[config.mk]
export PLATFORM = sky130hd
export DESIGN_NAME = i2c_bus_master_flat
export DESIGN_NICKNAME = d
export VERILOG_FILES = /design/src/rtl/i2cm_pkg.sv /design/src/rtl/i2cm_cmd_if.sv /design/src/rtl/i2cm_res_if.sv /design/src/rtl/i2cm_seq.sv /design/src/rtl/i2c_bus_master.sv /design/src/flat_wrapper.sv
export SDC_FILE = /design/constraint.sdc
export NUM_CORES = 1
export LEC_CHECK = 0
export BUFFER_PORTS_ARGS = -buffer_cell sky130_fd_sc_hd__buf_2
export CAP_MARGIN = 5
export CORE_MARGIN = 1.5
export CORE_UTILIZATION = 40
export DETAILED_ROUTE_END_ITERATION = 10
export SLEW_MARGIN = 10
export SYNTH_ARGS = -nofsm -noshare
export SYNTH_HDL_FRONTEND = slang
export SYNTH_SLANG_ARGS = --single-unit
[constraint.sdc]
create_clock -name clk -period 3.6 [get_ports clk]
set_input_delay 0.36 -clock clk [delete_from_list [all_inputs] [get_ports clk]]
set_output_delay 0.36 -clock clk [all_outputs]
set_load 0.01 [all_outputs]
[src/rtl/i2cm_pkg.sv]
// shared types and codes of the i2c bus master
// no dependencies

package i2cm_pkg;

	localparam int unsigned HalfPhaseWidth = 16;
	localparam int unsigned PollWidth      = 8;
	localparam int unsigned CfgIndexWidth  = 1;
	localparam int unsigned CfgDataWidth   = HalfPhaseWidth;

	localparam logic [HalfPhaseWidth-1:0] HalfPhaseReset = 16'd150;
	localparam logic [PollWidth-1:0]      AckLimitReset  = 8'd250;

	typedef enum logic [3:0] {
		CMD_START     = 4'd0,
		CMD_STOP      = 4'd1,
		CMD_WRITE     = 4'd2,
		CMD_WAIT_ACK  = 4'd3,
		CMD_READ      = 4'd4,
		CMD_ACK       = 4'd5,
		CMD_NACK      = 4'd6,
		CMD_WRITE_ACK = 4'd7,
		CMD_PROBE     = 4'd8
	} cmd_code_t;

	typedef enum logic [CfgIndexWidth-1:0] {
		REG_HALF_PHASE = 1'b0,
		REG_ACK_LIMIT  = 1'b1
	} cfg_reg_t;

	typedef struct packed {
		logic       command_valid;
		logic [3:0] command;
		logic [7:0] data_byte;
		logic       sda_in;
		logic       scl_in;
	} cmd_item_t;

	typedef struct packed {
		logic       scl_out;
		logic       sda_out;
		logic       sda_drive;
		logic       busy_res;
		logic       done_res;
		logic [7:0] read_data;
		logic       ack_fail;
	} res_item_t;

endpackage

[src/rtl/i2cm_cmd_if.sv]
// command channel: one tick of the sequencer with sampled line levels
// depends on nothing

interface i2cm_cmd_if;
	logic       valid;
	logic       ready;
	logic       command_valid;
	logic [3:0] command;
	logic [7:0] data_byte;
	logic       sda_in;
	logic       scl_in;

	modport source (output valid, command_valid, command, data_byte, sda_in, scl_in,
		input ready);
	modport sink (input valid, command_valid, command, data_byte, sda_in, scl_in,
		output ready);
endinterface

[src/rtl/i2cm_res_if.sv]
// result channel: driven line levels and command status per tick
// depends on nothing

interface i2cm_res_if;
	logic       valid;
	logic       ready;
	logic       scl_out;
	logic       sda_out;
	logic       sda_drive;
	logic       busy_res;
	logic       done_res;
	logic [7:0] read_data;
	logic       ack_fail;

	modport source (output valid, scl_out, sda_out, sda_drive, busy_res, done_res,
		read_data, ack_fail, input ready);
	modport sink (input valid, scl_out, sda_out, sda_drive, busy_res, done_res,
		read_data, ack_fail, output ready);
endinterface

[src/rtl/i2cm_seq.sv]
// bus phase sequencer: state registers, config registers and one-tick step logic
// depends on i2cm_pkg

module i2cm_seq (
	input  logic                                clk,
	input  logic                                arst_n,
	input  logic                                step_en,
	input  i2cm_pkg::cmd_item_t                 item,
	input  logic                                cfg_we,
	input  logic [i2cm_pkg::CfgIndexWidth-1:0]  cfg_index,
	input  logic [i2cm_pkg::CfgDataWidth-1:0]   cfg_data,
	output i2cm_pkg::res_item_t                 res
);
	import i2cm_pkg::*;

	typedef enum logic [4:0] {
		PH_IDLE, PH_ST1, PH_ST2, PH_ST3, PH_SP1, PH_SP2, PH_WSET, PH_WHIGH, PH_WLOW,
		PH_AREL, PH_AHIGH, PH_APOLL, PH_ALOW, PH_RREL, PH_RHIGH, PH_RSAMP, PH_RLOW,
		PH_K1, PH_K2, PH_K3
	} phase_t;

	phase_t                    phase_q, n_phase, tgt;
	cmd_code_t                 cmd_q, n_cmd;
	logic [3:0]                bit_q, n_bit, bit_inc;
	logic [7:0]                shift_q, n_shift;
	logic [HalfPhaseWidth-1:0] delay_q, n_delay, delay_dec, delay_load;
	logic [PollWidth-1:0]      poll_q, n_poll;
	logic                      scl_q, sda_q, drv_q, n_scl, n_sda, n_drv;
	logic [7:0]                last_read_q, n_last_read;
	logic                      last_ack_q, n_last_ack;
	logic                      go, fin;
	logic [HalfPhaseWidth-1:0] half_phase_q;
	logic [PollWidth-1:0]      ack_limit_q;

	// config writes
	always_ff @(posedge clk or negedge arst_n) begin
		if (!arst_n) begin
			half_phase_q <= HalfPhaseReset;
			ack_limit_q  <= AckLimitReset;
		end else if (cfg_we) begin
			case (cfg_reg_t'(cfg_index))
				REG_HALF_PHASE: half_phase_q <= cfg_data;
				REG_ACK_LIMIT:  ack_limit_q  <= cfg_data[PollWidth-1:0];
				default: ;
			endcase
		end
	end

	assign delay_load = (half_phase_q == '0) ? HalfPhaseWidth'(1) : half_phase_q;
	assign delay_dec  = (delay_q != '0) ? delay_q - HalfPhaseWidth'(1) : '0;
	assign bit_inc    = bit_q + 4'd1;

	always_comb begin
		n_phase     = phase_q;
		n_cmd       = cmd_q;
		n_bit       = bit_q;
		n_shift     = shift_q;
		n_delay     = delay_q;
		n_poll      = poll_q;
		n_scl       = scl_q;
		n_sda       = sda_q;
		n_drv       = drv_q;
		n_last_read = last_read_q;
		n_last_ack  = last_ack_q;
		go          = 1'b0;
		fin         = 1'b0;
		tgt         = PH_IDLE;

		if (phase_q == PH_IDLE) begin
			if (item.command_valid) begin
				case (cmd_code_t'(item.command))
					CMD_START, CMD_STOP, CMD_WRITE, CMD_WAIT_ACK, CMD_READ, CMD_ACK, CMD_NACK,
					CMD_WRITE_ACK, CMD_PROBE: begin
						n_cmd   = cmd_code_t'(item.command);
						n_bit   = '0;
						n_shift = item.data_byte;
					end
					default: ;
				endcase
				case (cmd_code_t'(item.command))
					CMD_START: begin
						go  = 1'b1;
						tgt = PH_ST1;
					end
					CMD_STOP: begin
						go  = 1'b1;
						tgt = PH_SP1;
					end
					CMD_WRITE, CMD_WRITE_ACK: begin
						go  = 1'b1;
						tgt = PH_WSET;
					end
					CMD_WAIT_ACK: begin
						go  = 1'b1;
						tgt = PH_AREL;
					end
					CMD_READ: begin
						n_shift = '0;
						go      = 1'b1;
						tgt     = PH_RREL;
					end
					CMD_ACK, CMD_NACK: begin
						go  = 1'b1;
						tgt = PH_K1;
					end
					CMD_PROBE: begin
						if (item.scl_in && item.sda_in) begin
							n_shift = {item.data_byte[7:1], 1'b0};
							go      = 1'b1;
							tgt     = PH_ST1;
						end else begin
							n_last_ack = 1'b1;
							fin        = 1'b1;
						end
					end
					default: ;
				endcase
			end
		end else if (phase_q == PH_APOLL) begin
			if (!item.sda_in) begin
				n_last_ack = 1'b0;
				go         = 1'b1;
				tgt        = PH_ALOW;
			end else if (poll_q >= ack_limit_q) begin
				n_last_ack = 1'b1;
				if (cmd_q == CMD_PROBE) begin
					go  = 1'b1;
					tgt = PH_SP1;
				end else begin
					fin = 1'b1;
				end
			end else begin
				n_poll = poll_q + PollWidth'(1);
			end
		end else begin
			n_delay = delay_dec;
			if (delay_dec == '0) begin
				case (phase_q)
					PH_ST1: begin
						go  = 1'b1;
						tgt = PH_ST2;
					end
					PH_ST2: begin
						go  = 1'b1;
						tgt = PH_ST3;
					end
					PH_ST3: begin
						if (cmd_q == CMD_PROBE) begin
							n_bit = '0;
							go    = 1'b1;
							tgt   = PH_WSET;
						end else begin
							fin = 1'b1;
						end
					end
					PH_SP1: begin
						go  = 1'b1;
						tgt = PH_SP2;
					end
					PH_WSET: begin
						go  = 1'b1;
						tgt = PH_WHIGH;
					end
					PH_WHIGH: begin
						go  = 1'b1;
						tgt = PH_WLOW;
					end
					PH_WLOW: begin
						n_bit = bit_inc;
						if (bit_inc < 4'd8) begin
							go  = 1'b1;
							tgt = PH_WSET;
						end else if (cmd_q == CMD_WRITE_ACK || cmd_q == CMD_PROBE) begin
							go  = 1'b1;
							tgt = PH_AREL;
						end else begin
							fin = 1'b1;
						end
					end
					PH_AREL: begin
						go  = 1'b1;
						tgt = PH_AHIGH;
					end
					PH_AHIGH: begin
						go  = 1'b1;
						tgt = PH_APOLL;
					end
					PH_ALOW: begin
						if (cmd_q == CMD_PROBE) begin
							go  = 1'b1;
							tgt = PH_SP1;
						end else begin
							fin = 1'b1;
						end
					end
					PH_RREL: begin
						go  = 1'b1;
						tgt = PH_RHIGH;
					end
					PH_RHIGH: begin
						n_shift = {shift_q[6:0], item.sda_in};
						go      = 1'b1;
						tgt     = PH_RSAMP;
					end
					PH_RSAMP: begin
						go  = 1'b1;
						tgt = PH_RLOW;
					end
					PH_RLOW: begin
						n_bit = bit_inc;
						if (bit_inc < 4'd8) begin
							go  = 1'b1;
							tgt = PH_RHIGH;
						end else begin
							n_last_read = shift_q;
							fin         = 1'b1;
						end
					end
					PH_K1: begin
						go  = 1'b1;
						tgt = PH_K2;
					end
					PH_K2: begin
						go  = 1'b1;
						tgt = PH_K3;
					end
					PH_K3: begin
						if (cmd_q == CMD_ACK) begin
							n_sda = 1'b1;
						end
						fin = 1'b1;
					end
					default: fin = 1'b1;
				endcase
			end
		end

		if (fin) begin
			n_phase = PH_IDLE;
			n_delay = '0;
		end

		// entry actions of the new phase
		if (go) begin
			n_phase = tgt;
			n_delay = delay_load;
			case (tgt)
				PH_ST1: begin
					n_drv = 1'b1;
					n_scl = 1'b1;
					n_sda = 1'b1;
				end
				PH_ST2: n_sda = 1'b0;
				PH_ST3: n_scl = 1'b0;
				PH_SP1: begin
					n_drv = 1'b1;
					n_scl = 1'b0;
					n_sda = 1'b0;
				end
				PH_SP2: begin
					n_scl = 1'b1;
					n_sda = 1'b1;
				end
				PH_WSET: begin
					n_drv = 1'b1;
					n_sda = n_shift[7];
				end
				PH_WHIGH: n_scl = 1'b1;
				PH_WLOW: begin
					n_scl   = 1'b0;
					n_shift = {n_shift[6:0], 1'b0};
				end
				PH_AREL: begin
					n_drv = 1'b0;
					n_sda = 1'b1;
				end
				PH_AHIGH: n_scl = 1'b1;
				PH_APOLL: begin
					n_poll  = '0;
					n_delay = '0;
				end
				PH_ALOW: n_scl = 1'b0;
				PH_RREL: n_sda = 1'b1;
				PH_RHIGH: begin
					n_drv = 1'b0;
					n_scl = 1'b1;
				end
				PH_RLOW: n_scl = 1'b0;
				PH_K1: begin
					n_drv = 1'b1;
					n_sda = (n_cmd == CMD_NACK);
				end
				PH_K2: n_scl = 1'b1;
				PH_K3: n_scl = 1'b0;
				default: ;
			endcase
		end

		res.scl_out   = n_scl;
		res.sda_out   = n_sda;
		res.sda_drive = n_drv;
		res.busy_res  = (n_phase != PH_IDLE);
		res.done_res  = fin;
		res.read_data = n_last_read;
		res.ack_fail  = n_last_ack;
	end

	always_ff @(posedge clk or negedge arst_n) begin
		if (!arst_n) begin
			phase_q     <= PH_IDLE;
			cmd_q       <= CMD_START;
			bit_q       <= '0;
			shift_q     <= '0;
			delay_q     <= '0;
			poll_q      <= '0;
			scl_q       <= 1'b1;
			sda_q       <= 1'b1;
			drv_q       <= 1'b0;
			last_read_q <= '0;
			last_ack_q  <= 1'b0;
		end else if (step_en) begin
			phase_q     <= n_phase;
			cmd_q       <= n_cmd;
			bit_q       <= n_bit;
			shift_q     <= n_shift;
			delay_q     <= n_delay;
			poll_q      <= n_poll;
			scl_q       <= n_scl;
			sda_q       <= n_sda;
			drv_q       <= n_drv;
			last_read_q <= n_last_read;
			last_ack_q  <= n_last_ack;
		end
	end

endmodule

[src/rtl/i2c_bus_master.sv]
// i2c bus master top level: input stage, sequencer and result register
// depends on i2cm_pkg, i2cm_cmd_if, i2cm_res_if, i2cm_seq
//
// usage:
//   cmd_ch carries one sequencer tick per transfer: an optional command
//   (command_valid, command, data_byte) and the sampled sda_in / scl_in.
//   res_ch returns exactly one result per tick, in order: the driven scl/sda
//   levels, sda_drive, busy/done and the last read byte and ack failure.
//   commands offered while busy, and codes above probe, are ignored.
//   path: a tick passes the input stage register, then the result register,
//   before its result can transfer on res_ch.
//   throughput: one tick per cycle unless res_ch stalls; the sequencer step
//   for a tick is one pass of logic between the input stage and the result
//   register. bus timing is counted in ticks: each line change is held for
//   half_phase_ticks ticks (1 if 0); ack polling takes up to ack_poll_limit + 1.
//   config: cfg_we / cfg_index / cfg_data write half_phase_ticks (index 0)
//   and ack_poll_limit (index 1); write only while no command is active.
//   reset: lines released high, not driving sda, sequencer idle, both
//   registers back to 150 and 250, both channels empty.
//   stall: while res_ch.ready is low the result holds, the sequencer stops,
//   and cmd_ch takes at most one more tick, into an empty input stage.

module i2c_bus_master (
	input  logic                                clk,
	input  logic                                arst_n,
	i2cm_cmd_if.sink                            cmd_ch,
	i2cm_res_if.source                          res_ch,
	input  logic                                cfg_we,
	input  logic [i2cm_pkg::CfgIndexWidth-1:0]  cfg_index,
	input  logic [i2cm_pkg::CfgDataWidth-1:0]   cfg_data
);
	import i2cm_pkg::*;

	cmd_item_t item_s1;
	logic      valid_s1;
	res_item_t step_res;
	res_item_t res_q;
	logic      res_valid_q;
	logic      step_en;

	assign step_en      = valid_s1 && (!res_valid_q || res_ch.ready);
	assign cmd_ch.ready = !valid_s1 || step_en;

	always_ff @(posedge clk or negedge arst_n) begin
		if (!arst_n) begin
			valid_s1 <= 1'b0;
		end else if (cmd_ch.ready) begin
			valid_s1 <= cmd_ch.valid;
		end
	end

	always_ff @(posedge clk) begin
		if (cmd_ch.valid && cmd_ch.ready) begin
			item_s1.command_valid <= cmd_ch.command_valid;
			item_s1.command       <= cmd_ch.command;
			item_s1.data_byte     <= cmd_ch.data_byte;
			item_s1.sda_in        <= cmd_ch.sda_in;
			item_s1.scl_in        <= cmd_ch.scl_in;
		end
	end

	i2cm_seq u_seq (
		.clk       (clk),
		.arst_n    (arst_n),
		.step_en   (step_en),
		.item      (item_s1),
		.cfg_we    (cfg_we),
		.cfg_index (cfg_index),
		.cfg_data  (cfg_data),
		.res       (step_res)
	);

	always_ff @(posedge clk or negedge arst_n) begin
		if (!arst_n) begin
			res_valid_q <= 1'b0;
		end else if (step_en) begin
			res_valid_q <= 1'b1;
		end else if (res_ch.ready) begin
			res_valid_q <= 1'b0;
		end
	end

	always_ff @(posedge clk) begin
		if (step_en) begin
			res_q <= step_res;
		end
	end

	assign res_ch.valid     = res_valid_q;
	assign res_ch.scl_out   = res_q.scl_out;
	assign res_ch.sda_out   = res_q.sda_out;
	assign res_ch.sda_drive = res_q.sda_drive;
	assign res_ch.busy_res  = res_q.busy_res;
	assign res_ch.done_res  = res_q.done_res;
	assign res_ch.read_data = res_q.read_data;
	assign res_ch.ack_fail  = res_q.ack_fail;

endmodule

[src/flat_wrapper.sv]
// flat-port wrapper written by rule: the top's interface ports become plain ports
module i2c_bus_master_flat import i2cm_pkg::*;
  (clk, arst_n, cfg_we, cfg_index, cfg_data, cmd_ch_valid, cmd_ch_command_valid, cmd_ch_command, cmd_ch_data_byte, cmd_ch_sda_in, cmd_ch_scl_in, cmd_ch_ready, res_ch_valid, res_ch_scl_out, res_ch_sda_out, res_ch_sda_drive, res_ch_busy_res, res_ch_done_res, res_ch_read_data, res_ch_ack_fail, res_ch_ready);
  i2cm_cmd_if cmd_ch_i ();
  i2cm_res_if res_ch_i ();
  input  logic clk;
  input  logic arst_n;
  input  logic cfg_we;
  input  logic [i2cm_pkg::CfgIndexWidth-1:0] cfg_index;
  input  logic [i2cm_pkg::CfgDataWidth-1:0] cfg_data;
  input wire logic [$bits(cmd_ch_i.valid)-1:0] cmd_ch_valid;
  input wire logic [$bits(cmd_ch_i.command_valid)-1:0] cmd_ch_command_valid;
  input wire logic [$bits(cmd_ch_i.command)-1:0] cmd_ch_command;
  input wire logic [$bits(cmd_ch_i.data_byte)-1:0] cmd_ch_data_byte;
  input wire logic [$bits(cmd_ch_i.sda_in)-1:0] cmd_ch_sda_in;
  input wire logic [$bits(cmd_ch_i.scl_in)-1:0] cmd_ch_scl_in;
  output wire logic [$bits(cmd_ch_i.ready)-1:0] cmd_ch_ready;
  output wire logic [$bits(res_ch_i.valid)-1:0] res_ch_valid;
  output wire logic [$bits(res_ch_i.scl_out)-1:0] res_ch_scl_out;
  output wire logic [$bits(res_ch_i.sda_out)-1:0] res_ch_sda_out;
  output wire logic [$bits(res_ch_i.sda_drive)-1:0] res_ch_sda_drive;
  output wire logic [$bits(res_ch_i.busy_res)-1:0] res_ch_busy_res;
  output wire logic [$bits(res_ch_i.done_res)-1:0] res_ch_done_res;
  output wire logic [$bits(res_ch_i.read_data)-1:0] res_ch_read_data;
  output wire logic [$bits(res_ch_i.ack_fail)-1:0] res_ch_ack_fail;
  input wire logic [$bits(res_ch_i.ready)-1:0] res_ch_ready;
  assign cmd_ch_i.valid = cmd_ch_valid;
  assign cmd_ch_i.command_valid = cmd_ch_command_valid;
  assign cmd_ch_i.command = cmd_ch_command;
  assign cmd_ch_i.data_byte = cmd_ch_data_byte;
  assign cmd_ch_i.sda_in = cmd_ch_sda_in;
  assign cmd_ch_i.scl_in = cmd_ch_scl_in;
  assign cmd_ch_ready = cmd_ch_i.ready;
  assign res_ch_valid = res_ch_i.valid;
  assign res_ch_scl_out = res_ch_i.scl_out;
  assign res_ch_sda_out = res_ch_i.sda_out;
  assign res_ch_sda_drive = res_ch_i.sda_drive;
  assign res_ch_busy_res = res_ch_i.busy_res;
  assign res_ch_done_res = res_ch_i.done_res;
  assign res_ch_read_data = res_ch_i.read_data;
  assign res_ch_ack_fail = res_ch_i.ack_fail;
  assign res_ch_i.ready = res_ch_ready;
  i2c_bus_master u_core (.clk(clk), .arst_n(arst_n), .cmd_ch(cmd_ch_i), .res_ch(res_ch_i), .cfg_we(cfg_we), .cfg_index(cfg_index), .cfg_data(cfg_data));
endmodule
Yosys cells after proc, flatten, opt, wreduce, memory -nomap -nowiden. Index checks and enable logic that the tools add are counted.

Reductions and logical operators: 34. Bitwise operators: 1. Eq/ne operators: 54. Add/sub/neg operators: 3. $lt $le $gt $ge: 2. Mux-type cells: 100.

Operators with widths (number): two-way mux 8 bit (20); two-way mux 16 bit (7); one-hot mux 5 bit (16 select lines) (1); equality test 5 x 4 -> 1 bit, second input constant (15); two-way mux 4 bit (13); two-way mux 1 bit (41); equality test 5 bit, second input constant (8); equality test 5 x 3 -> 1 bit, second input constant (7); one-hot mux 5 bit (7 select lines) (1); logical NOT 16 bit (2); two-way mux 5 bit (6); equality test 4 x 3 -> 1 bit, second input constant (7); equality test 5 x 2 -> 1 bit, second input constant (4); one-hot mux 8 bit (2 select lines) (1); nonzero test 16 bit (1); subtractor 16 x 1 -> 16 bit, second input constant (1); one-hot mux 1 bit (4 select lines) (3); OR reduction 12 bit (1); OR reduction 2 bit (6); OR reduction 6 bit (2); equality test 5 x 1 -> 1 bit, second input constant (2); two-way mux 3 bit (3); inequality test 3 bit, second input constant (3); OR reduction 9 bit (1); 25 further kinds (38).

Input port bits: 37. Register bits: 112. Output and inout bits: 16. Logic and storage cells: 221.

Logic depth before layout (Yosys ltp). Gate-level depths: netlist of run 1.

Word-level depth: 12. Mapped depth: 13. Mapped depth without buffers: 11.

Cells and area by module. From an unflattened synthesis of run 1, not the netlist that was laid out.

Cells, all modules: 622. Area, all modules: 6591.3 um^2.

By module, submodules not included: i2cm_seq (instances 1, cells an instance 585, seq. area each 2042.0 um^2, area an instance 5616.6 um^2); i2c_bus_master (instances 1, cells an instance 37, seq. area each 920.9 um^2, area an instance 974.7 um^2).

Worst setup path before layout of run 1. OpenSTA, ideal clock, no wires.

Path kind: flip-flop to flip-flop. Start: register u_core.u_seq.delay_q[0]. End: register u_core.u_seq.shift_q[6]. Data required time: 3.474 ns. Arrival time: 3.134 ns. Stages on the path, launching flop included: 12. Library setup time: 0.126 ns. Path buffers: 0. Slack: 0.340 ns. Clock period less this slack: 3.260 ns. Path through: dfrtp_1 -> inv_1 -> ha_1 -> or4b_1 -> nor3_2 -> mux2i_1 -> nor4_4 -> a21oi_1 -> or2b_2 -> nor2_4 -> nor2_1 -> a221o_1.

Word-level cells in the longest chain between the ends: 9. Elaborated cells between the ends (all ways): 16. Classes of those cells: 1 x add/sub; 1 x eq/ne; 12 x mux; 2 x reduce/logical.

Ends and longest elaborated chain: from (decl) (line i2cm_seq.sv:26) `logic [HalfPhaseWidth-1:0] delay_q, n_delay, delay_dec, delay_load;`; from (signal assigned) (line i2cm_seq.sv:326) `delay_q <= n_delay;`; subtractor 16 x 1 -> 16 bit or nonzero test 16 bit (tied branches) (line i2cm_seq.sv:50) `assign delay_dec = (delay_q != '0) ? delay_q - HalfPhaseWidth'(1) : '0;`; two-way mux 16 bit (*) (line i2cm_seq.sv:50); logical NOT 16 bit (*) (line i2cm_seq.sv:137) `if (delay_dec == '0) begin`; two-way mux 5 bit (line i2cm_seq.sv:137); two-way mux 5 bit (line i2cm_seq.sv:119) `end else if (phase_q == PH_APOLL) begin`; two-way mux 5 bit (line i2cm_seq.sv:69) `if (phase_q == PH_IDLE) begin`; equality test 5 x 4 -> 1 bit (line i2cm_seq.sv:247) `case (tgt)`; two-way mux 8 bit (line i2cm_seq.sv:247); two-way mux 8 bit (*) (line i2cm_seq.sv:244) `if (go) begin`; to (signal assigned) (line i2cm_seq.sv:325) `shift_q <= n_shift;`; to (decl) (line i2cm_seq.sv:25) `logic [7:0] shift_q, n_shift;`.

Mark *: on every way between the ends. The rest lies on a longest branch, timed or not. A chain may end at the register's enable or synchronous reset.

Final worst setup path of run 1.
Start: register u_core.u_seq.delay_q[0]. End: register u_core.u_seq.delay_q[13].

Word-level cells in the longest chain between the ends: 9. Elaborated cells between the ends (all ways): 22. Classes of those cells: 1 x add/sub; 3 x eq/ne; 15 x mux; 3 x reduce/logical.

Ends and longest elaborated chain (line): subtractor 16 x 1 -> 16 bit or nonzero test 16 bit (tied branches) (i2cm_seq.sv:50); two-way mux 16 bit (*) (i2cm_seq.sv:50); logical NOT 16 bit (i2cm_seq.sv:137); two-way mux 5 bit (i2cm_seq.sv:137); two-way mux 5 bit (i2cm_seq.sv:119); two-way mux 5 bit (i2cm_seq.sv:69); equality test 5 x 4 -> 1 bit (i2cm_seq.sv:247); two-way mux 16 bit (i2cm_seq.sv:247); two-way mux 16 bit (i2cm_seq.sv:244).

Mark *: on every way between the ends. The rest lies on a longest branch, timed or not. The select of a mux whose other input is x is not followed.

==> results of run 1 <==
## worst min path at each step
| stage | from | endpoint | slack, ns | cells past startpoint |
|---|---|---|---|---|
| 3_3_place_gp | u_core.u_seq.last_read_q[3]$_DFFE_PN0P_ | u_core.u_seq.last_read_q[3]$_DFFE_PN0P_ | 0.45 | 2 |
| 6_report | arst_n | u_core.u_seq.half_phase_q[5]$_DFFE_PN0P_ | 0.11 | 1 |
| 3_5_place_dp | u_core.u_seq.last_read_q[0]$_DFFE_PN0P_ | u_core.u_seq.last_read_q[0]$_DFFE_PN0P_ | 0.47 | 2 |
| 2_1_floorplan | arst_n | u_core.res_ch.valid$_DFFE_PN0P_ | 0.06 | 0 |
| 5_1_grt | cmd_ch_data_byte[7] | u_core.item_s1[9]$_DFFE_PP_ | 0.16 | 1 |
| 4_1_cts | arst_n | u_core.u_seq.half_phase_q[5]$_DFFE_PN0P_ | 0.14 | 1 |
## synth_stat cells, drive strengths merged, types with 4 or more instances
cell type and number:
a211oi 4, a21o 4, a21oi 27, a221o 15, a31oi 12, and3 6, buf 10, clkbuf 22
dfrtp 71, dfstp 12, edfxtp 29, ha 11, inv 21, mux2 35, mux2i 9, nand2 98
nand2b 9, nand3 27, nand3b 5, nand4 5, nor2 47, nor2b 6, nor3 24, nor4 13
o21a 6, o21ai 37, o31ai 6, o41ai 4, or2 5, or3 7, xnor2 7, xor2 5
## logic make-up (layout without fill, tap and decap cells)
logic type,count (synthesis),after routing
XOR/XNOR,12,12
buffers and inverters,53,116
adder cells (fa/ha/maj),11,11
multiplexers,44,44
flip-flops,112,112
AND/OR/NAND/NOR,273,273
AO/OA/AOI/OAI,142,142
## power by group
| part | switching (W) | total, W | internal (W) | leakage [nW] |
|---|---|---|---|---|
| Sequential | 0.000351 | 0.00197 | 0.00162 | 1.30 |
| Combinational | 0.00105 | 0.00184 | 0.000790 | 1.60 |
| Clock | 0.000479 | 0.000960 | 0.000481 | 0.139 |
| Total | 0.00188 | 0.00477 | 0.00289 | 3.04 |
## state kept, by name, indices dropped and copies added, names as in the netlist, 4 cells and up
signal / flops
u_core.u_seq.ack_limit_q: 8
u_core.u_seq.phase_q: 5
u_core.u_seq.bit_q: 4
u_core.item_s1: 15
u_core.u_seq.delay_q: 16
u_core.u_seq.half_phase_q: 16
u_core.u_seq.poll_q: 8
u_core.u_seq.shift_q: 8
u_core.u_seq.last_read_q: 8
u_core.res_ch.read_data: 8
u_core.u_seq.cmd_q: 4
## repair_timing
action | CTS | global route
buffers inserted | 0 | 0
gates resized for setup | 1 | 8
pin swaps | 0 | 0
endpoints found under the setup margin | 2 | 29
## per-stage QoR
step                setup WS (ns)  total power, W
floorplan                  0.3396        0.003212
global placement           0.1354        0.003765
detailed placement       0.003347        0.003790
CTS                       0.07088        0.004777
global route            -0.006210        0.005098
finish                     0.1847        0.004775
## layout make-up
class | count | area [sq um]
Fill cell | 1491 | 8060
Multi-Input combinational cell | 482 | 3191
Sequential cell | 112 | 2963
Timing Repair Buffer | 79 | 478.0
Tap cell | 211 | 264.0
Clock buffer | 10 | 229.0
Inverter | 21 | 78.83
Clock inverter | 6 | 51.30
## per-layer routing
layer  global-route usage [%]  routed length [microns]  vias to the layer above
li1                         -                        -                     2494
met1                    24.81                     7022                     2451
met2                    34.63                     7977                       84
met3                    3.410                      488                       17
met4                    7.535                      261                        0
met5                        0                        0                        -
==> qor.yml, run 1 <==
route:
  drtIter0Drc: 298
  drc: 0
  wl_per_cell_microns: 17.10
  dr_total_vias: 5046
  avgViaCountPerCell: 5.479
  routed_wl_microns: 15750
  ant_nets: 0
  drt_pass1_iterations: 4
synth:
  muxShareOfSynthArea_pct: 7.648
  synth_top_family_by_area: "simple AND/OR/NAND/NOR gates"
  yosys.area.top_type: "dfrtp_1"
  synth-xor-area-share_pct: 1.660
  ys_ff_latch: 112
  synth-compound-area-share_pct: 15.95
  netlist_area_sq_mm: 0.006331
  ys_seq_area_share_pct: 46.80
  synth.avg_cell_area_sq_um: 9.785
  synth_edf_count: 29
  yosysWarnings: 0
  synth_cell_types: 74
  synth-simple-area-share_pct: 22.08
  synthTopCellsByArea: "dfrtp_1 28%, edfxtp_1 14%, mux2_2 6.2%"
  synth-main-ff-cell: "dfrtp_1"
  syn-instance-count: 647
  yosys.area.top_type_share_pct: 28.06
  yosys.area_share.adder_pct: 2.174
  synth.net_count: 695
  async_flop_share_pct: 74.11
final_layout:
  final_area_sq_mm: 0.007254
  fin_util_pct: 47.37
  mostFrequentLayoutCells: "97 x nand2_1, 71 x dfrtp_1, 51 x buf_2"
  drive_above_1_share_pct: 23.24
  area_growth_pct: 14.59
  layout_commonest_cell: "nand2_1"
  stdcell_count: 921
  num_antenna_cells: 0
  fin_nets: 753
clocking:
  cts_buffer_depth: 2
  insertion_delay_ns: 0.37
  clk_pin_slew_ns: 0.08
  cts_buffers: 9
  cts_hold_buf: 0
  clock_sinks: 112
  cts_tree: "done"
  cts_htree_levels: 3
  cts-root-buf: "clkbuf_16"
floorplan:
  coreArea_sq_mm: 0.01531
  io_pins: 53
  die_height_microns: 128.8
  die-area_sq_mm: 0.01659
  initial_core_util_pct: 41.34
  die_w_microns: 128.8
  rows: 45
sta:
  hold_slack_ns: 0.1135
  slew_violations: 0
  tns_ns: 0
  setup_viol: 0
  maxSlewHeadroom_pct: 33.32
  hold_violations: 0
  worstMarginPinSlew_ns: 0.9917
  clock.fmax_mhz: 292.8
  period_needed_ns: 3.415
  period_share_pct: 94.87
  fin_skew_ns: 0.01745
placed_design:
  io_buffers: 52
  place.detailed.hpwl_microns: 11840
  place_inst: 905
  placed_area_sq_mm: 0.006918
  gp_congestion: 0.9065
power_and_ir_drop:
  leakagePower_nw: 3.040
  power.density_mw_per_mm2: 658.2
  ir_drop_mv: 0.4010
worst_setup_path:
  crit_chain: "inv_1 -> ha_1 -> or4b_1 -> nor3_2 -> mux2i_4 -> a2111oi_4 -> a2111o_1 -> nor2_1 -> nand2_2 -> nor4_1 -> a221o_1"
  critPathKind: "register to register"
  critPathTopFamily: "simple AND/OR/NAND/NOR gates"
  r2r_cells: 11
  endpoint: "u_core.u_seq.delay_q[13]$_DFFE_PN0P_"
  max_stage_delay_ns: 0.54
  critPathArrivalTime_ns: 3.72
  critPathSlowestCell: "or4b_1"
  rr_startpoint: "u_core.u_seq.delay_q[0]$_DFFE_PN0P_"
  rrSetupSlack_ns: 0.18
  crit_path_start: "u_core.u_seq.delay_q[0]$_DFFE_PN0P_"
  end_kind: "register"
  crit_cells: 11
  start_kind: "register"
  path_max_fanout: 11
  rr_endpoint: "u_core.u_seq.delay_q[13]$_DFFE_PN0P_"
  required_ns: 3.91
  critPathBufInv: 1
grt:
  globalRouteTotalUtil_pct: 19.92
  grt_max_degree: 68
  first_global_vias: 4996
  antenna_found_initial: 0
  gr-total-overflow: 0
  grt_pass1_wl_microns: 25510
outcome:
  status: "finished clean"
hold_path:
  hp-class: "primary input to asynchronous set/reset pin"
run:
  cap_violations: 0
Note: power is estimated with default switching activity, not from simulation.
==> run 2, diff against run 1 <==
--- a/config.mk
+++ b/config.mk
@@ -8,9 +8,12 @@
 export BUFFER_PORTS_ARGS = -buffer_cell sky130_fd_sc_hd__buf_2
 export CAP_MARGIN = 5
 export CORE_MARGIN = 1.5
-export CORE_UTILIZATION = 40
+export CORE_UTILIZATION = 60
 export DETAILED_ROUTE_END_ITERATION = 10
+export PLACE_DENSITY = 0.8
+export RECOVER_POWER = 50
 export SLEW_MARGIN = 10
 export SYNTH_ARGS = -nofsm -noshare
 export SYNTH_HDL_FRONTEND = slang
 export SYNTH_SLANG_ARGS = --single-unit
+export TNS_END_PERCENT = 100
==> run 2 against run 1 <==
Effect of this change: the run now ends with capacitance limit, slew limit left; fmax is 0.80% lower; cell area is 3.1% lower; final cell count is 8.5% lower; non-clock buffer count is 3 lower; via count is 4.6% higher; total power is 4.3% lower; worst setup slack worse by 0.027 ns; clock skew is 0.0064 ns lower.
==> qor.yml, run 2 (same netlist as run 1, synthesis figures left out) <==
outcome:
  status: "finished with violations"  # was finished clean
  violations: "capacitance limit, slew limit"
worst_setup_path:
  critPathSlowestCell: "or4b_1"  # unchanged
  start_kind: "register"  # unchanged
  critPathTopFamily: "simple AND/OR/NAND/NOR gates"  # unchanged
  r2r_cells: 11  # unchanged
  critPathKind: "register to register"  # unchanged
  critPathArrivalTime_ns: 3.77  # was 3.72 ns
  path_max_fanout: 9  # was 11
  critPathBufInv: 1  # unchanged
  required_ns: 3.93  # was 3.91 ns
  end_kind: "register"  # unchanged
  max_stage_delay_ns: 0.57  # was 0.54 ns
  crit_chain: "inv_1 -> ha_1 -> or4b_1 -> nor4_4 -> a31oi_1 -> or4_4 -> or2_4 -> mux2i_1 -> o2111ai_1 -> nand4_1 -> mux2_2"  # was inv_1 -> ha_1 -> or4b_1 -> nor3_2 -> mux2i_4 -> a2111oi_4 -> a2111o_1 -> nor2_1 -> nand2_2 -> nor4_1 -> a221o_1
  crit_cells: 11  # unchanged
route:
  dr_total_vias: 5278  # was 5,046
  ant_nets: 0  # unchanged
  drt_pass1_iterations: 5  # was 4
  avgViaCountPerCell: 6.261  # was 5.479
  drc: 0  # unchanged
  drtIter0Drc: 319  # was 298
  wl_per_cell_microns: 18.46  # was 17.10 microns
  routed_wl_microns: 15570  # was 15,750 microns
grt:
  first_global_vias: 5125  # was 4,996
  grt_max_degree: 72  # was 68
  gr-total-overflow: 0  # unchanged
  grt_pass1_wl_microns: 25390  # was 25,510 microns
  antenna_found_initial: 0  # unchanged
  globalRouteTotalUtil_pct: 29.24  # was 19.92%
final_layout:
  area_growth_pct: 11.07  # was 14.59%
  layout_commonest_cell: "nand2_1"  # unchanged
  fin_nets: 750  # was 753
  num_antenna_cells: 0  # unchanged
  mostFrequentLayoutCells: "97 x nand2_1, 71 x dfrtp_1, 51 x buf_2"  # unchanged
  multi_input_area_sq_mm: 0.003192  # was 0.003191 sq mm
  largestRegisters: "u_core.u_seq.delay_q (16), u_core.u_seq.half_phase_q (16), u_core.item_s1 (15)"  # unchanged
  ff_latch_area_sq_mm: 0.002963  # unchanged
  stdcell_count: 843  # was 921
  nFillCells: 836  # was 1,491
  drive_above_1_share_pct: 22.91  # was 23.24%
placed_design:
  gp_congestion: 0.9564  # was 0.9065
  place.detailed.hpwl_microns: 11520  # was 11,840 microns
  io_buffers: 52  # unchanged
  place_inst: 826  # was 905
  pre_cts_slack_ns: 0.06452  # was 0.003347 ns
power_and_ir_drop:
  p_seq_share_pct: 43.5  # was 41.3%
  p_comb_share_pct: 39.6  # was 38.6%
  p_int_w: 0.002709  # was 0.002892 W
  power.density_mw_per_mm2: 649.8  # was 658.2 mW/mm^2
  clock_power_share_pct: 16.8  # was 20.1%
  p_switching_w: 0.001860  # was 0.001883 W
  ir_drop_mv: 0.4240  # was 0.4010 mV
  leakagePower_nw: 2.978  # was 3.040 nW
  netSwitchingFraction_pct: 40.71  # was 39.43%
  power_w: 0.004569  # was 0.004775 W
clocking:
  insertion_delay_ns: 0.40  # was 0.37 ns
  cts-root-buf: "clkbuf_8"  # was clkbuf_16
  clk_pin_slew_ns: 0.11  # was 0.08 ns
  cts_hold_buf: 0  # unchanged
  clock_sinks: 112  # unchanged
  cts_buffer_depth: 2  # unchanged
  cts_htree_levels: 3  # unchanged
  cts_buffers: 9  # unchanged
  cts_tree: "done"  # unchanged
floorplan:
  rows: 37  # was 45
  die-area_sq_mm: 0.01118  # was 0.01659 sq mm
  io_pins: 53  # unchanged
  die_w_microns: 105.7  # was 128.8 microns
  initial_core_util_pct: 61.60  # was 41.34%
  die_height_microns: 105.7  # was 128.8 microns
  coreArea_sq_mm: 0.01028  # was 0.01531 sq mm
sta:
  setup_viol: 0  # unchanged
  maxSlewHeadroom_pct: -19.45  # was 33.32%
  period_share_pct: 95.63  # was 94.87%
  tns_ns: 0  # unchanged
  slew_violations: 72  # was 0
  rsz0062_at_grt: "false"
  fin_skew_ns: 0.01102  # was 0.01745 ns
  hold_violations: 0  # unchanged
  period_needed_ns: 3.443  # was 3.415 ns
  setup_slack_ns: 0.1573  # was 0.1847 ns
  worstMarginPinSlew_ns: 1.792  # was 0.9917 ns
  hold_slack_ns: 0.1317  # was 0.1135 ns
  clock.fmax_mhz: 290.5  # was 292.8 MHz
hold_path:
  hp-class: "primary input to register"  # was primary input to asynchronous set/reset pin
  whs_path_depth: 1
run:
  cap_violations: 1  # was 0
-- run 2: cell count changes in the layout (fill, tap and decap cells not counted), moves of 2 or more --
cell,delta
buf_4,-5
clkbuf_1,+2
clkbuf_16,-9
clkbuf_8,+9
clkinv_4,-2
-- run 2: metrics by stage --
stage / util, % / instance area [sq um]
detailed placement: 65.98 / 6782
global route: 68.42 / 7032
global placement: 65.98 / 6782
CTS: 67.88 / 6977
floorplan: - / 6331
finish: 68.42 / 7032
-- run 2: power groups by stage --
stage / registers [W] / logic [W] / clock network [W]
2_1_floorplan: 0.00184 / 0.00137 / 0
3_3_place_gp: 0.00198 / 0.00168 / 0
3_5_place_dp: 0.00200 / 0.00175 / 0
4_1_cts: 0.00197 / 0.00175 / 0.000783
5_1_grt: 0.00204 / 0.00198 / 0.000836
6_report: 0.00199 / 0.00181 / 0.000770
-- run 2: cell type report --
cell class                 count  share of cell area [%]
multi-input combinational    482                   45.39
sequential                   112                   42.14
timing repair buffer          76                   6.157
tap                          136                   2.420
clock buffer                  10                   1.815
inverter                      21                   1.121
clock inverter                 6                  0.9609
-- run 2: repair_timing --
item | 4_1_cts | 5_1_grt
resized for setup | 0 | 11
setup buffers | 0 | 1
endpoints found under the setup margin | 0 | 33
-- run 2: final timing paths --
path                                                            to                               startpoint  slack [ns]
setup / recovery                    u_core.u_seq.sda_q$_DFFE_PN1P_      u_core.u_seq.delay_q[0]$_DFFE_PN0P_        0.16
hold / removal                        u_core.item_s1[14]$_DFFE_PP_                     cmd_ch_command_valid        0.13
setup reg to reg                    u_core.u_seq.sda_q$_DFFE_PN1P_      u_core.u_seq.delay_q[0]$_DFFE_PN0P_        0.16
hold reg to reg            u_core.u_seq.last_read_q[0]$_DFFE_PN0P_  u_core.u_seq.last_read_q[0]$_DFFE_PN0P_        0.49
max in group asynchronous       u_core.u_seq.poll_q[4]$_DFFE_PN0P_                                   arst_n        1.81
min in group asynchronous        u_core.u_seq.bit_q[0]$_DFFE_PN0P_                                   arst_n        0.43
-- run 2: routing by layer --
| metal | vias up | wire length, microns | part of all wire, % | track usage (%) |
|---|---|---|---|---|
| li1 | 2491 | - | - | - |
| met1 | 2568 | 6383 | 41 | 36.30 |
| met2 | 183 | 8024 | 52 | 51.53 |
| met3 | 36 | 807 | 5.2 | 4.824 |
| met4 | 0 | 350 | 2.2 | 10.23 |
| met5 | - | 0 | 0 | 0 |
-- run 2: worst reg2reg max path, stage by stage (launching register included) --
cell       delay, ns
dfrtp_1         0.40
inv_1           0.08
ha_1            0.25
or4b_1          0.57
nor4_4          0.26
a31oi_1         0.15
or4_4           0.54
or2_4           0.33
mux2i_1         0.16
o2111ai_1       0.21
nand4_1         0.14
mux2_2          0.30
==> run 3, diff against run 2 <==
--- a/config.mk
+++ b/config.mk
@@ -8,9 +8,8 @@
 export BUFFER_PORTS_ARGS = -buffer_cell sky130_fd_sc_hd__buf_2
 export CAP_MARGIN = 5
 export CORE_MARGIN = 1.5
-export CORE_UTILIZATION = 60
+export CORE_UTILIZATION = 40
 export DETAILED_ROUTE_END_ITERATION = 10
-export PLACE_DENSITY = 0.8
 export RECOVER_POWER = 50
 export SLEW_MARGIN = 10
 export SYNTH_ARGS = -nofsm -noshare
==> run 3 against run 2 <==
Effect of this change: the run still ends with capacitance limit, slew limit left; die area is 48% higher; worst setup slack better by 0.028 ns; total power is 4.5% higher; highest routed layer unchanged; clock skew is 0.0064 ns higher; largest power group unchanged.
==> qor.yml, run 3 (same netlist as run 1, synthesis figures left out) <==
outcome:
  status: "finished with violations"  # unchanged
  violations: "capacitance limit, slew limit"  # unchanged
final_layout:
  area_growth_pct: 14.41  # was 11.07%
  stdcell_count: 921  # was 843
  drive_above_1_share_pct: 22.82  # was 22.91%
  final_area_sq_mm: 0.007243  # was 0.007032 sq mm
  layout_commonest_cell: "nand2_1"  # unchanged
  mostFrequentLayoutCells: "97 x nand2_1, 71 x dfrtp_1, 50 x buf_2"  # was 97 x nand2_1, 71 x dfrtp_1, 51 x buf_2
  num_antenna_cells: 0  # unchanged
  largestRegisters: "u_core.u_seq.delay_q (16), u_core.u_seq.half_phase_q (16), u_core.item_s1 (15)"  # unchanged
  fin_nets: 753  # was 750
clocking:
  cts-root-buf: "clkbuf_16"  # was clkbuf_8
  cts_tree: "done"  # unchanged
  cts_buffers: 9  # unchanged
  clock_sinks: 112  # unchanged
  cts_buffer_depth: 2  # unchanged
  clk_pin_slew_ns: 0.08  # was 0.11 ns
  post_cts_buffers: 0  # unchanged
  cts_htree_levels: 3  # unchanged
  insertion_delay_ns: 0.37  # was 0.40 ns
  cts_hold_buf: 0  # unchanged
power_and_ir_drop:
  power_w: 0.004773  # was 0.004569 W
  p_comb_share_pct: 38.6  # was 39.6%
  leakagePower_nw: 3.029  # was 2.978 nW
  clock_power_share_pct: 20.1  # was 16.8%
  p_int_w: 0.002891  # was 0.002709 W
  p_switching_w: 0.001883  # was 0.001860 W
  power.density_mw_per_mm2: 659.0  # was 649.8 mW/mm^2
  netSwitchingFraction_pct: 39.44  # was 40.71%
  ir_drop_mv: 0.4010  # was 0.4240 mV
  p_seq_share_pct: 41.3  # was 43.5%
placed_design:
  place_inst: 905  # was 826
  pre_cts_slack_ns: 0.003347  # was 0.06452 ns
  gp_congestion: 0.9065  # was 0.9564
  io_buffers: 52  # unchanged
  placed_area_sq_mm: 0.006918  # was 0.006782 sq mm
  place.detailed.hpwl_microns: 11840  # was 11,520 microns
floorplan:
  die_w_microns: 128.8  # was 105.7 microns
  die_height_microns: 128.8  # was 105.7 microns
  coreArea_sq_mm: 0.01531  # was 0.01028 sq mm
  io_pins: 53  # unchanged
  initial_core_util_pct: 41.34  # was 61.60%
  rows: 45  # was 37
  die-area_sq_mm: 0.01659  # was 0.01118 sq mm
sta:
  clock.fmax_mhz: 292.8  # was 290.5 MHz
  period_share_pct: 94.86  # was 95.63%
  fin_skew_ns: 0.01746  # was 0.01102 ns
  period_needed_ns: 3.415  # was 3.443 ns
  worstMarginPinSlew_ns: 1.697  # was 1.792 ns
  maxSlewHeadroom_pct: -13.12  # was -19.45%
  hold_slack_ns: 0.1701  # was 0.1317 ns
  hold_violations: 0  # unchanged
  setup_slack_ns: 0.1851  # was 0.1573 ns
  slew_violations: 68  # was 72
  setup_viol: 0  # unchanged
route:
  drt_pass1_iterations: 4  # was 5
  routed_wl_microns: 15760  # was 15,570 microns
  ant_nets: 0  # unchanged
  drc: 0  # unchanged
  drtIter0Drc: 298  # was 319
  dr_total_vias: 5048  # was 5,278
  wl_per_cell_microns: 17.11  # was 18.46 microns
  avgViaCountPerCell: 5.481  # was 6.261
worst_setup_path:
  critPathKind: "register to register"  # unchanged
  rrSetupSlack_ns: 0.19  # was 0.16 ns
  rr_startpoint: "u_core.u_seq.delay_q[0]$_DFFE_PN0P_"  # unchanged
  crit_chain: "inv_1 -> ha_1 -> or4b_1 -> nor3_2 -> mux2i_4 -> a2111oi_4 -> a2111o_1 -> nor2_1 -> nand2_2 -> nor4_1 -> a221o_1"  # was inv_1 -> ha_1 -> or4b_1 -> nor4_4 -> a31oi_1 -> or4_4 -> or2_4 -> mux2i_1 -> o2111ai_1 -> nand4_1 -> mux2_2
  r2r_cells: 11  # unchanged
  critPathArrivalTime_ns: 3.72  # was 3.77 ns
  end_kind: "register"  # unchanged
  critPathSlowestCell: "or4b_1"  # unchanged
  max_stage_delay_ns: 0.54  # was 0.57 ns
  rr_endpoint: "u_core.u_seq.delay_q[13]$_DFFE_PN0P_"  # was u_core.u_seq.sda_q$_DFFE_PN1P_
  path_max_fanout: 11  # was 9
  start_kind: "register"  # unchanged
  required_ns: 3.91  # was 3.93 ns
run:
  cap_violations: 1  # unchanged
hold_path:
  hp-start: "cmd_ch_scl_in"  # was cmd_ch_command_valid
  whs_path_depth: 1  # unchanged
  hp-class: "primary input to register"  # unchanged
  hold_end: "u_core.item_s1[0]$_DFFE_PP_"  # was u_core.item_s1[14]$_DFFE_PP_
grt:
  globalRouteTotalUtil_pct: 19.92  # was 29.24%
  gr-total-overflow: 0  # unchanged
  first_global_vias: 4996  # was 5,125
  grt_pass1_wl_microns: 25510  # was 25,390 microns
  antenna_found_initial: 0  # unchanged
  grt_max_degree: 68  # was 72
## run 3: power by group through the flow
| stage | registers (W) | logic (W) | clock network [W] |
|---|---|---|---|
| floorplan | 0.00184 | 0.00137 | 0 |
| global placement | 0.00198 | 0.00178 | 0 |
| detailed placement | 0.00199 | 0.00180 | 0 |
| CTS | 0.00197 | 0.00181 | 0.000995 |
| global route | 0.00202 | 0.00204 | 0.00103 |
| finish | 0.00197 | 0.00184 | 0.000960 |
## run 3: worst max path at each step
stage                                             start                              endpoint  slack (ns)  cells past startpoint
floorplan           u_core.u_seq.delay_q[0]$_DFFE_PN0P_   u_core.u_seq.shift_q[6]$_DFFE_PN0P_        0.34                     11
global placement    u_core.u_seq.delay_q[0]$_DFFE_PN0P_   u_core.u_seq.shift_q[6]$_DFFE_PN0P_        0.14                     11
detailed placement  u_core.u_seq.delay_q[0]$_DFFE_PN0P_   u_core.u_seq.shift_q[7]$_DFFE_PN0P_       0.003                     11
CTS                 u_core.u_seq.delay_q[0]$_DFFE_PN0P_   u_core.u_seq.delay_q[6]$_DFFE_PN0P_        0.07                     12
global route        u_core.u_seq.delay_q[0]$_DFFE_PN0P_   u_core.u_seq.delay_q[4]$_DFFE_PN0P_      -0.006                     11
finish              u_core.u_seq.delay_q[0]$_DFFE_PN0P_  u_core.u_seq.delay_q[13]$_DFFE_PN0P_        0.19                     11
## run 3: critical path, delay by kind of cell (launching register included)
family	cells	cell delay (ns)
AO/OA/AOI/OAI	3	0.73
adder cells (fa/ha/maj)	1	0.24
buffers and inverters	1	0.10
flip-flops	1	0.39
multiplexers	1	0.38
AND/OR/NAND/NOR	5	1.51
## run 3: area by class of cell
type | count | area (sq um)
Fill cell | 1490 | 8071
Multi-Input combinational cell | 482 | 3191
Sequential cell | 112 | 2963
Timing Repair Buffer | 79 | 466.7
Tap cell | 211 | 264.0
Clock buffer | 10 | 229.0
Inverter | 21 | 78.83
Clock inverter | 6 | 51.30
## run 3: metal layers
layer | routed length, microns | up-vias | part of all wire (%) | track usage (%)
met5 | 0 | - | 0 | 0
met4 | 261 | 0 | 1.7 | 7.535
met3 | 491 | 17 | 3.1 | 3.410
met2 | 7978 | 86 | 51 | 34.63
met1 | 7024 | 2451 | 45 | 24.81
li1 | - | 2494 | - | -
## run 3: through the flow
step / setup TNS [ns] / utilization [%]
final: 0 / 47.30
after floorplan: 0 / -
after global routing: -0.006210 / 47.30
after CTS: 0 / 47.03
after detailed placement: 0 / 45.17
after global placement: 0 / 45.17
## run 3: repair_timing
item | CTS | global route
resized for setup | 1 | 8
setup endpoints to repair | 2 | 29
hold endpoints to repair | 0 | 0
